$ cat config.mk
export PLATFORM = sky130hd
export DESIGN_NAME = torch_warmup_burn_sequencer_top
export DESIGN_NICKNAME = d
export VERILOG_FILES = /design/src/hw/rtl/twbs_pkg.sv /design/src/hw/rtl/torch_warmup_burn_sequencer_top.sv /design/src/hw/rtl/twbs_core.sv /design/src/hw/rtl/twbs_outq.sv
export SDC_FILE = /design/constraint.sdc
export NUM_CORES = 1
export LEC_CHECK = 0
export ABC_AREA = 1
export BUFFER_PORTS_ARGS = -buffer_cell sky130_fd_sc_hd__clkbuf_2
export CAP_MARGIN = 20
export CORE_AREA = 2 2 155 157
export DETAILED_ROUTE_END_ITERATION = 7
export DIE_AREA = 0 0 157 159
export HOLD_SLACK_MARGIN = 0.06
export PLACE_DENSITY_LB_ADDON = 0.08
export SLEW_MARGIN = 0
export SYNTH_ARGS = -nofsm -noshare
export SYNTH_HDL_FRONTEND = slang
export SYNTH_SLANG_ARGS = --single-unit
$ cat constraint.sdc
create_clock -name aclk -period 4.4 [get_ports aclk]
set_input_delay 0.66 -clock aclk [delete_from_list [all_inputs] [get_ports aclk]]
set_output_delay 0.66 -clock aclk [all_outputs]
set_load 0.1 [all_outputs]
$ cat src/hw/rtl/twbs_pkg.sv
// ----------------------------------------------------------------------------
// Torch sequencer package
// Types, codes and reset constants shared by the sequencer modules.
// ----------------------------------------------------------------------------
package twbs_pkg;

    localparam int MS_PER_SECOND_DEF = 1000;
    localparam int COUNTER_BITS_DEF  = 20;

    localparam int WARM_BITS      = 10;
    localparam int BURN_BITS      = 8;
    localparam int CFG_INDEX_BITS = 2;
    localparam int CFG_DATA_BITS  = 10;

    localparam int WARM_SETTING_RESET = 140;
    localparam int BURN_SETTING_RESET = 10;
    localparam int TENTHS_PER_UNIT    = 10;

    localparam logic [WARM_BITS-1:0] WARM_MIN_RESET = 10'd1;
    localparam logic [WARM_BITS-1:0] WARM_MAX_RESET = 10'd300;
    localparam logic [BURN_BITS-1:0] BURN_MIN_RESET = 8'd1;
    localparam logic [BURN_BITS-1:0] BURN_MAX_RESET = 8'd100;

    localparam logic [CFG_INDEX_BITS-1:0] CFG_WARM_MIN = 2'd0;
    localparam logic [CFG_INDEX_BITS-1:0] CFG_WARM_MAX = 2'd1;
    localparam logic [CFG_INDEX_BITS-1:0] CFG_BURN_MIN = 2'd2;
    localparam logic [CFG_INDEX_BITS-1:0] CFG_BURN_MAX = 2'd3;

    localparam logic [1:0] KNOB_DEC = 2'd1;
    localparam logic [1:0] KNOB_INC = 2'd2;

    typedef enum logic [1:0] {
        PH_IDLE = 2'd0,
        PH_WARM = 2'd1,
        PH_BURN = 2'd2
    } phase_t;

    typedef struct packed {
        logic       ms_tick;
        logic       torch_request;
        logic       manual_hold;
        logic       estop_pressed;
        logic [1:0] warm_knob;
        logic [1:0] burn_knob;
    } item_t;

    typedef struct packed {
        logic                 relay_drive;
        logic                 arc_ok;
        logic                 estop_flag;
        phase_t               phase;
        logic [WARM_BITS-1:0] warm_seconds_now;
        logic [BURN_BITS-1:0] burn_tenths_now;
    } result_t;

    typedef struct packed {
        logic    valid;
        result_t data;
    } result_req_t;

endpackage

$ cat src/hw/rtl/torch_warmup_burn_sequencer_top.sv
// Results go through the input register, then the result queue. Throughput:
// one request per cycle while the queue has room; the input register feeds
// a single pass of compare and add logic straight into a two-entry result
// queue. The queue lets requests keep flowing while one result waits to be
// taken. Reset (aresetn low, synchronous) idles the sequence, clears the
// counter, empties the queue and loads the default settings and limits.
// ----------------------------------------------------------------------------
// Torch warm-up and burn sequencer
// Steps the warm and burn phases, relay and arc-ok from control loop passes.
// ----------------------------------------------------------------------------
module torch_warmup_burn_sequencer_top #(
    parameter int MS_PER_SECOND = twbs_pkg::MS_PER_SECOND_DEF,
    parameter int COUNTER_BITS  = twbs_pkg::COUNTER_BITS_DEF
) (
    input  logic                                aclk,
    input  logic                                aresetn,
    input  logic                                cfg_we,
    input  logic [twbs_pkg::CFG_INDEX_BITS-1:0] cfg_index,
    input  logic [twbs_pkg::CFG_DATA_BITS-1:0]  cfg_wdata,
    input  logic                                s_valid,
    output logic                                s_ready,
    input  logic                                s_ms_tick,
    input  logic                                s_torch_request,
    input  logic                                s_manual_hold,
    input  logic                                s_estop_pressed,
    input  logic [1:0]                          s_warm_knob,
    input  logic [1:0]                          s_burn_knob,
    output logic                                m_valid,
    input  logic                                m_ready,
    output logic                                m_relay_drive,
    output logic                                m_arc_ok,
    output logic                                m_estop_flag,
    output logic [1:0]                          m_phase,
    output logic [twbs_pkg::WARM_BITS-1:0]      m_warm_seconds_now,
    output logic [twbs_pkg::BURN_BITS-1:0]      m_burn_tenths_now
);

    twbs_pkg::item_t       s_item;
    twbs_pkg::result_req_t q_push;
    twbs_pkg::result_t     m_data;
    logic                  q_room;

    always_comb begin
        s_item.ms_tick       = s_ms_tick;
        s_item.torch_request = s_torch_request;
        s_item.manual_hold   = s_manual_hold;
        s_item.estop_pressed = s_estop_pressed;
        s_item.warm_knob     = s_warm_knob;
        s_item.burn_knob     = s_burn_knob;
    end

    twbs_core #(
        .MS_PER_SECOND (MS_PER_SECOND),
        .COUNTER_BITS  (COUNTER_BITS)
    ) u_core (
        .aclk      (aclk),
        .aresetn   (aresetn),
        .cfg_we    (cfg_we),
        .cfg_index (cfg_index),
        .cfg_wdata (cfg_wdata),
        .s_valid   (s_valid),
        .s_ready   (s_ready),
        .s_item    (s_item),
        .q_room    (q_room),
        .q_push    (q_push)
    );

    twbs_outq u_outq (
        .aclk    (aclk),
        .aresetn (aresetn),
        .push    (q_push),
        .room    (q_room),
        .m_valid (m_valid),
        .m_ready (m_ready),
        .m_data  (m_data)
    );

    assign m_relay_drive      = m_data.relay_drive;
    assign m_arc_ok           = m_data.arc_ok;
    assign m_estop_flag       = m_data.estop_flag;
    assign m_phase            = m_data.phase;
    assign m_warm_seconds_now = m_data.warm_seconds_now;
    assign m_burn_tenths_now  = m_data.burn_tenths_now;

endmodule

$ cat src/hw/rtl/twbs_core.sv
// ----------------------------------------------------------------------------
// Torch sequencer core
// Input register, configuration registers, sequence state and the per-pass
// update that produces one result request for each item.
// ----------------------------------------------------------------------------
module twbs_core #(
    parameter int MS_PER_SECOND = twbs_pkg::MS_PER_SECOND_DEF,
    parameter int COUNTER_BITS  = twbs_pkg::COUNTER_BITS_DEF
) (
    input  logic                                aclk,
    input  logic                                aresetn,
    input  logic                                cfg_we,
    input  logic [twbs_pkg::CFG_INDEX_BITS-1:0] cfg_index,
    input  logic [twbs_pkg::CFG_DATA_BITS-1:0]  cfg_wdata,
    input  logic                                s_valid,
    output logic                                s_ready,
    input  twbs_pkg::item_t                     s_item,
    input  logic                                q_room,
    output twbs_pkg::result_req_t               q_push
);

    localparam int MS_BITS  = $clog2(MS_PER_SECOND + 1);
    localparam int WPB      = twbs_pkg::WARM_BITS + MS_BITS;
    localparam int BPB      = twbs_pkg::BURN_BITS + MS_BITS;
    localparam int EXB      = COUNTER_BITS + 4;
    localparam int CW0      = (WPB > BPB) ? WPB : BPB;
    localparam int CW       = (CW0 > EXB) ? CW0 : EXB;

    localparam logic [WPB-1:0] WARM_STEP = WPB'(MS_PER_SECOND);
    localparam logic [BPB-1:0] BURN_STEP = BPB'(MS_PER_SECOND);
    localparam logic [WPB-1:0] WARM_MS_RESET =
        WPB'(longint'(twbs_pkg::WARM_SETTING_RESET) * longint'(MS_PER_SECOND));
    localparam logic [BPB-1:0] BURN_MS_RESET =
        BPB'(longint'(twbs_pkg::BURN_SETTING_RESET) * longint'(MS_PER_SECOND));

    logic                           in_valid_reg;
    twbs_pkg::item_t                in_item_reg;
    logic                           advance;

    logic [twbs_pkg::WARM_BITS-1:0] warm_min_reg, warm_max_reg;
    logic [twbs_pkg::BURN_BITS-1:0] burn_min_reg, burn_max_reg;

    twbs_pkg::phase_t               phase_reg, phase_next;
    logic [COUNTER_BITS-1:0]        elapsed_reg, elapsed_next, elapsed_tick;
    logic                           relay_reg, relay_next;
    logic                           arc_reg, arc_next;
    logic                           stop_next;
    logic [twbs_pkg::WARM_BITS-1:0] warm_reg, warm_next;
    logic [twbs_pkg::BURN_BITS-1:0] burn_reg, burn_next;
    logic [WPB-1:0]                 warm_ms_reg, warm_ms_next;
    logic [BPB-1:0]                 burn_ms_reg, burn_ms_next;

    logic [EXB-1:0]                 elapsed_x10;
    logic                           warm_due, burn_due, restarted;

    assign advance = in_valid_reg && q_room;
    assign s_ready = !in_valid_reg || advance;

    always_ff @(posedge aclk) begin
        if (!aresetn) begin
            in_valid_reg <= 1'b0;
        end else if (s_ready) begin
            in_valid_reg <= s_valid;
        end
    end

    always_ff @(posedge aclk) begin
        if (s_valid && s_ready) begin
            in_item_reg <= s_item;
        end
    end

    always_ff @(posedge aclk) begin
        if (!aresetn) begin
            warm_min_reg <= twbs_pkg::WARM_MIN_RESET;
            warm_max_reg <= twbs_pkg::WARM_MAX_RESET;
            burn_min_reg <= twbs_pkg::BURN_MIN_RESET;
            burn_max_reg <= twbs_pkg::BURN_MAX_RESET;
        end else if (cfg_we) begin
            case (cfg_index)
                twbs_pkg::CFG_WARM_MIN: begin
                    warm_min_reg <= cfg_wdata[twbs_pkg::WARM_BITS-1:0];
                end
                twbs_pkg::CFG_WARM_MAX: begin
                    warm_max_reg <= cfg_wdata[twbs_pkg::WARM_BITS-1:0];
                end
                twbs_pkg::CFG_BURN_MIN: begin
                    burn_min_reg <= cfg_wdata[twbs_pkg::BURN_BITS-1:0];
                end
                twbs_pkg::CFG_BURN_MAX: begin
                    burn_max_reg <= cfg_wdata[twbs_pkg::BURN_BITS-1:0];
                end
                default: begin
                end
            endcase
        end
    end

    always_ff @(posedge aclk) begin
        if (!aresetn) begin
            phase_reg   <= twbs_pkg::PH_IDLE;
            elapsed_reg <= '0;
            relay_reg   <= 1'b0;
            arc_reg     <= 1'b0;
            warm_reg    <= twbs_pkg::WARM_BITS'(twbs_pkg::WARM_SETTING_RESET);
            burn_reg    <= twbs_pkg::BURN_BITS'(twbs_pkg::BURN_SETTING_RESET);
            warm_ms_reg <= WARM_MS_RESET;
            burn_ms_reg <= BURN_MS_RESET;
        end else if (advance) begin
            phase_reg   <= phase_next;
            elapsed_reg <= elapsed_next;
            relay_reg   <= relay_next;
            arc_reg     <= arc_next;
            warm_reg    <= warm_next;
            burn_reg    <= burn_next;
            warm_ms_reg <= warm_ms_next;
            burn_ms_reg <= burn_ms_next;
        end
    end

    // The delays in milliseconds are tracked next to the settings, so a knob
    // step only adds or subtracts one second's worth of milliseconds.
    always_comb begin
        warm_next    = warm_reg;
        warm_ms_next = warm_ms_reg;
        if (in_item_reg.warm_knob == twbs_pkg::KNOB_DEC && warm_reg > warm_min_reg) begin
            warm_next    = warm_reg - 1'b1;
            warm_ms_next = warm_ms_reg - WARM_STEP;
        end else if (in_item_reg.warm_knob == twbs_pkg::KNOB_INC &&
                     warm_reg < warm_max_reg) begin
            warm_next    = warm_reg + 1'b1;
            warm_ms_next = warm_ms_reg + WARM_STEP;
        end

        burn_next    = burn_reg;
        burn_ms_next = burn_ms_reg;
        if (in_item_reg.burn_knob == twbs_pkg::KNOB_DEC && burn_reg > burn_min_reg) begin
            burn_next    = burn_reg - 1'b1;
            burn_ms_next = burn_ms_reg - BURN_STEP;
        end else if (in_item_reg.burn_knob == twbs_pkg::KNOB_INC &&
                     burn_reg < burn_max_reg) begin
            burn_next    = burn_reg + 1'b1;
            burn_ms_next = burn_ms_reg + BURN_STEP;
        end
    end

    always_comb begin
        elapsed_tick = elapsed_reg;
        if (in_item_reg.ms_tick && elapsed_reg != '1) begin
            elapsed_tick = elapsed_reg + 1'b1;
        end
        elapsed_x10 = (EXB'(elapsed_tick) << 3) + (EXB'(elapsed_tick) << 1);
        warm_due    = CW'(elapsed_tick) > CW'(warm_ms_next);
        burn_due    = CW'(elapsed_x10) > CW'(burn_ms_next);
    end

    // A phase entered in this pass starts from a cleared count, which can
    // never be past either delay, so the due flags are masked by restarted.
    always_comb begin
        phase_next   = phase_reg;
        elapsed_next = elapsed_tick;
        relay_next   = relay_reg;
        arc_next     = arc_reg;
        stop_next    = in_item_reg.estop_pressed;
        restarted    = 1'b0;
        if (in_item_reg.torch_request) begin
            if (phase_next == twbs_pkg::PH_IDLE && !arc_reg) begin
                phase_next = twbs_pkg::PH_WARM;
                restarted  = 1'b1;
            end
            if (in_item_reg.estop_pressed && phase_next == twbs_pkg::PH_WARM) begin
                phase_next = twbs_pkg::PH_BURN;
                relay_next = 1'b1;
                restarted  = 1'b1;
            end
            if (phase_next == twbs_pkg::PH_WARM && !in_item_reg.manual_hold &&
                !restarted && warm_due) begin
                phase_next = twbs_pkg::PH_BURN;
                relay_next = 1'b1;
                restarted  = 1'b1;
            end
            if (phase_next == twbs_pkg::PH_BURN && !restarted && burn_due) begin
                phase_next = twbs_pkg::PH_IDLE;
                arc_next   = 1'b1;
            end
            if (restarted) begin
                elapsed_next = '0;
            end
        end else begin
            phase_next = twbs_pkg::PH_IDLE;
            relay_next = 1'b0;
            arc_next   = 1'b0;
        end
    end

    always_comb begin
        q_push.valid                 = advance;
        q_push.data.relay_drive      = relay_next;
        q_push.data.arc_ok           = arc_next;
        q_push.data.estop_flag       = stop_next;
        q_push.data.phase            = phase_next;
        q_push.data.warm_seconds_now = warm_next;
        q_push.data.burn_tenths_now  = burn_next;
    end

endmodule

$ cat src/hw/rtl/twbs_outq.sv
// ----------------------------------------------------------------------------
// Torch sequencer result queue
// Two-entry output buffer that keeps the core running while a result waits.
// ----------------------------------------------------------------------------
module twbs_outq (
    input  logic                  aclk,
    input  logic                  aresetn,
    input  twbs_pkg::result_req_t push,
    output logic                  room,
    output logic                  m_valid,
    input  logic                  m_ready,
    output twbs_pkg::result_t     m_data
);

    localparam logic [1:0] DEPTH = 2'd2;

    logic [1:0]        count_reg, count_next;
    twbs_pkg::result_t ent_reg  [2];
    twbs_pkg::result_t ent_next [2];
    logic              pop;
    logic              wr_pos;

    assign m_valid = count_reg != 2'd0;
    assign m_data  = ent_reg[0];
    assign pop     = m_valid && m_ready;
    assign room    = count_reg != DEPTH || m_ready;
    assign wr_pos  = 1'(count_reg - 2'(pop));

    always_comb begin
        count_next  = count_reg - 2'(pop) + 2'(push.valid);
        ent_next[0] = ent_reg[0];
        ent_next[1] = ent_reg[1];
        if (pop) begin
            ent_next[0] = ent_reg[1];
        end
        if (push.valid) begin
            ent_next[wr_pos] = push.data;
        end
    end

    always_ff @(posedge aclk) begin
        if (!aresetn) begin
            count_reg <= 2'd0;
        end else begin
            count_reg <= count_next;
        end
    end

    always_ff @(posedge aclk) begin
        ent_reg[0] <= ent_next[0];
        ent_reg[1] <= ent_next[1];
    end

endmodule

* After elaboration in Yosys (flattened, before gate mapping) *
Memories as Yosys holds them, arrays and structs flattened.
Index checks and enable logic that the tools add are counted.
W data, S select, Z words.

word-level totals
  register bits after elaboration = 127
  bits in writable memories = 46
  input port bits = 25
  output and inout bits = 25
  logic and storage cells = 118
  memories = 1

cells by class
  add/subtract/negate cells = 12
  order comparisons = 8
  eq/ne operators = 12
  mux-type cells = 34
  bitwise logic cells = 1
  reduce and logical (&&, ||, !) cells = 30

memories
  name            words  bits a word  rd ports  clocked after memory_dff  wr ports  RTL line         source
  u_outq.ent_reg  2      23           2         0                         2         twbs_outq.sv:18  twbs_pkg::result_t ent_reg [2];

operators by type and width
  cell                      number
  $mux W20                  5
  $bwmux W46                1
  $mux W23                  2
  $mux W46                  1
  $mux W18                  2
  $add A23 B21 Y24          1
  $gt A24 B18 Y1            1
  $demux W23 S1             1
  $add A20 B1 Y20 const B   1
  $add A20 B10 Y20 const B  1
  $gt A20 B20 Y1            1
  $mux W10                  2
  $ne A20 B20 Y1 const B    1
  $sub A20 B10 Y20 const B  1
  $add A18 B10 Y18 const B  1
  $sub A18 B10 Y18 const B  1
  $logic_and A1 B1 Y1       16
  $mux W2                   8
  $mux W8                   2
  $add A10 B1 Y10 const B   1
  $eq A2 B1 Y1 const B      5
  $eq A2 B2 Y1 const B      5
  $gt A10 B10 Y1            1
  $lt A10 B10 Y1            1
  17 further kinds          35

* Logic depth before layout (Yosys ltp) *
  depth after elaboration = 21
  depth in mapped cells = 40
  gate-level depth less buffers = 40

* By module *
Synthesis repeated with hierarchy kept, for this count alone.

unflattened totals
  cells, all modules = 1665
  area, all modules = 11817.6 um^2

modules (own cells, without submodules)
  module     instances  cells an instance  area each (um^2)  seq. area each (um^2)
  twbs_core  1          1425               9549.2            2462.4
  twbs_outq  1          240                2268.4            1191.1

* Worst setup path before layout *
OpenSTA, ideal clock, no wires.

  path kind = reg2reg
  start point = register u_core.elapsed_reg[0]
  end point = register (tool-made name)
  setup time = 252 ps
  arrival time = 4250 ps
  data required time = 4148 ps
  path slack = -103 ps
  stages on the path, launching flop included = 38
  buffers on the path = 1
  period minus slack after synthesis = 4503 ps
  cells stage by stage = dfxtp_1 > ha_1 > nand2_2 > nor2_2 > nand2_2 > o21bai_4 > buf_6 > nor3_1 > nand4_1 > nor2_1 > nand2_1 > xor2_1 > inv_1 > ha_1 > a21oi_1 > o21ai_0 > o21bai_1 > a21oi_1 > [2 not listed] > nand2_1 > inv_1 > nand3_1 > inv_1 > a21oi_1 > o21ai_0 > a21boi_0 > o21ai_0 > inv_1 > nand2_1 > nor2_1 > nand3_1 > nor2_1 > nand2_1 > nand2_2 > nand2_1 > nand2_2 > inv_1

RTL lines
  item                    RTL line          source
  from (decl)             twbs_core.sv:44   logic [COUNTER_BITS-1:0] elapsed_reg, elapsed_next, elapsed_tick;
  from (signal assigned)  twbs_core.sv:111  elapsed_reg <= elapsed_next;

==> reports/metrics.yaml <==
swShare_pct: 46.0
dieArea_um2: 25000
syn-cell-area_um2: 11500
drive_gt1_share_pct: 18.8
dp_slack_ps: -139
grt_max_degree: 78
postRouteAntennaNets: 0
path_class: "flop to flop"
yosysSeqAreaShare_pct: 31.7
power_mw: 5.85
cts_made_buffers: 17
drtIter0Drc: 774
fin_hold_ws_ps: 376
critPathSlowestCell: "dfxtp_1"
avgRoutedWirePerCell_um: 15.2
start_kind: "flop"
p_int_mw: 3.16
fin_setup_tns_ps: -23.6
syn2layout_area_growth_pct: 20.6
power_density_nw_per_um2: 420
period_needed_ps: 4420
share_comb_of_total_power_pct: 39.1
initial_core_util_pct: 49.8
grt_usage_pct: 26.3
clockBufferDepth: 2
fin_nets: 1927
synth_top_area_cell: "dfxtp_1"
status: "complete, but fails checks"
drc_errors: 0
synth_area_per_cell_um2: 6.95
hpwl_um: 24300
tightestPinTransition_ps: 877
fmax_mhz: 226
arrival_ps: 4650
drv_cap: 0
finalSetupViolations: 1
die-height_um: 159
fin_crit_sh_pct: 101
cts_tree: "built"
cts_root_buf: "clkbuf_16"
drv_slew: 0
synth_top_family_by_area: "simple AND/OR/NAND/NOR gates"
synth_adder_area_share_pct: 9.87
cp_common_cell: "nand2_1"
yosys.cell_count.top_type: "nand2_1"
path_buf_inv: 7
grt_pass1_vias: 10356
sequentialPowerShare_pct: 33.4
design_area_um2: 13900
clk_latency_ps: 460
violations: "setup timing"
synthTopCellsByCount: "nand2_1 (351), inv_1 (226), a21oi_1 (145)"
synth_compound_area_share_pct: 16.0
grt_pass1_wl_um: 52600
die_x_um: 157
vias: 11093
synth-edff-count: 31
path_clk_slew_ps: 80
crit_required_ps: 4620
grt-ovfl-total: 0
cts-hold-fix-buffers: 0
ys_warn_count: 0
synth_area_leaders: "dfxtp_1 (24%), nand2_1 (11%), ha_1 (9.9%), edfxtp_1 (8.1%), inv_1 (7.4%)"
ys_types: 53
routed_wirelength_um: 32600
coreArea_um2: 23200
muxShareOfSynthArea_pct: 0
synthCells: 1661
hp-class: "input pin to flop"
firstDrtPassIters: 5
fillCellCount: 2146
yosys.area_share.simple_pct: 26.2
cp-end-kind: "flop"
crit_fanout: 4
ys_seq_elements: 167
final_util_pct: 60.0
finalHoldViolations: 0
gp_congestion: 0.960
cp_top_family: "simple AND/OR/NAND/NOR gates"
vdd_drop_max_mv: 0.384
clkPwrFrac_pct: 27.6
synth_top_area_share_pct: 23.6
rsz0062_at_grt: "true"
synth_flop_cell: "dfxtp_1"
p_switching_mw: 2.69
place_area_um2: 12900
ctsHtreeMaxLevel: 4
place_inst: 2091
diodes: 0
core.rowCount: 56
timing.final.ws_setup_ps: -23.6
syn_nets: 1777
io_pins: 50
io_buffers: 49
p_leak_nw: 6.81
slowest_delay_ps: 430
slew-limit-headroom_pct: 41.5
synth_xor_xnor_area_share_pct: 5.39
finalNonFillerCells: 2143
finalClockSkew_ps: 32.7
vias_per_cell: 5.18
async_flop_share_pct: 0
clkSinkCount: 167
antenna_found_initial: 0
[logic make-up (layout without fill, tap and decap cells)]
logic type	after synthesis	in the layout
AOI/OAI and AO/OA	332	332
xor gates and xnor gates	71	71
adders and majority gates	91	91
buffers and inverters	308	471
DFF	167	167
and+or+nand+nor	692	692
[timing repair]
action                                 4_1_cts  5_1_grt
endpoints found under the hold margin        0        0
gates resized for setup                     24       44
setup buffers                               18        2
pin swaps                                   15       28
setup endpoints to repair                    6       30
[power groups by stage]
stage	clock network, mW	logic, mW	registers [mW]
after global placement	0	2.22	1.98
after global routing	1.70	2.49	1.98
after floorplan	0	1.80	2.04
after CTS	1.64	2.27	1.95
after detailed placement	0	2.25	1.98
final	1.61	2.29	1.95
[final cells by class]
type | instances | area, µm² | area share [%]
multi-input cells | 1186 | 6910 | 49.6
flip-flops and latches | 167 | 3660 | 26.3
repair buffers | 205 | 1430 | 10.3
inverters | 234 | 878 | 6.31
clock buffers | 17 | 425 | 3.06
well taps | 319 | 399 | 2.87
clock inverters | 15 | 214 | 1.54
[worst paths after layout]
check                    startpoint                      to  slack [ps]  depth (start not counted)
max reg2reg   u_core.elapsed_reg[2]                    flop         -20                         35
min                 s_estop_pressed        u_core.stop_next         380                          1
min reg2reg  u_core.warm_max_reg[9]  u_core.warm_max_reg[9]         460                          2
max           u_core.elapsed_reg[2]                    flop         -20                         35
[layout by cell type (no fill, tap or decap), types with 8 or more instances in the layout]
cell type  instances
inv_2             12
nand2_1          345
nand4_1           30
o211ai_1          16
nand2_4            9
clkbuf_16         17
clkbuf_2          49
nor2_1           114
a21oi_2           11
a21oi_1          134
buf_4            154
dfxtp_1          133
nor3_1            30
xor2_1            58
a31oi_1           21
nand3_2            8
nor2_2            10
o21ai_0          108
inv_1            220
xnor2_1           11
ha_1              85
edfxtp_1          31
nand2_2           24
nand3_1          100
[layer usage]
metal / global-route usage [%] / vias to the layer above / routed length [µm]
li1: - / 5778 / -
met1: 33.5 / 5032 / 14800
met2: 46.3 / 232 / 15900
met3: 2.94 / 51 / 1080
met4: 8.38 / 0 / 882
met5: 0 / - / 0
(Power assumes the default switching activity.)
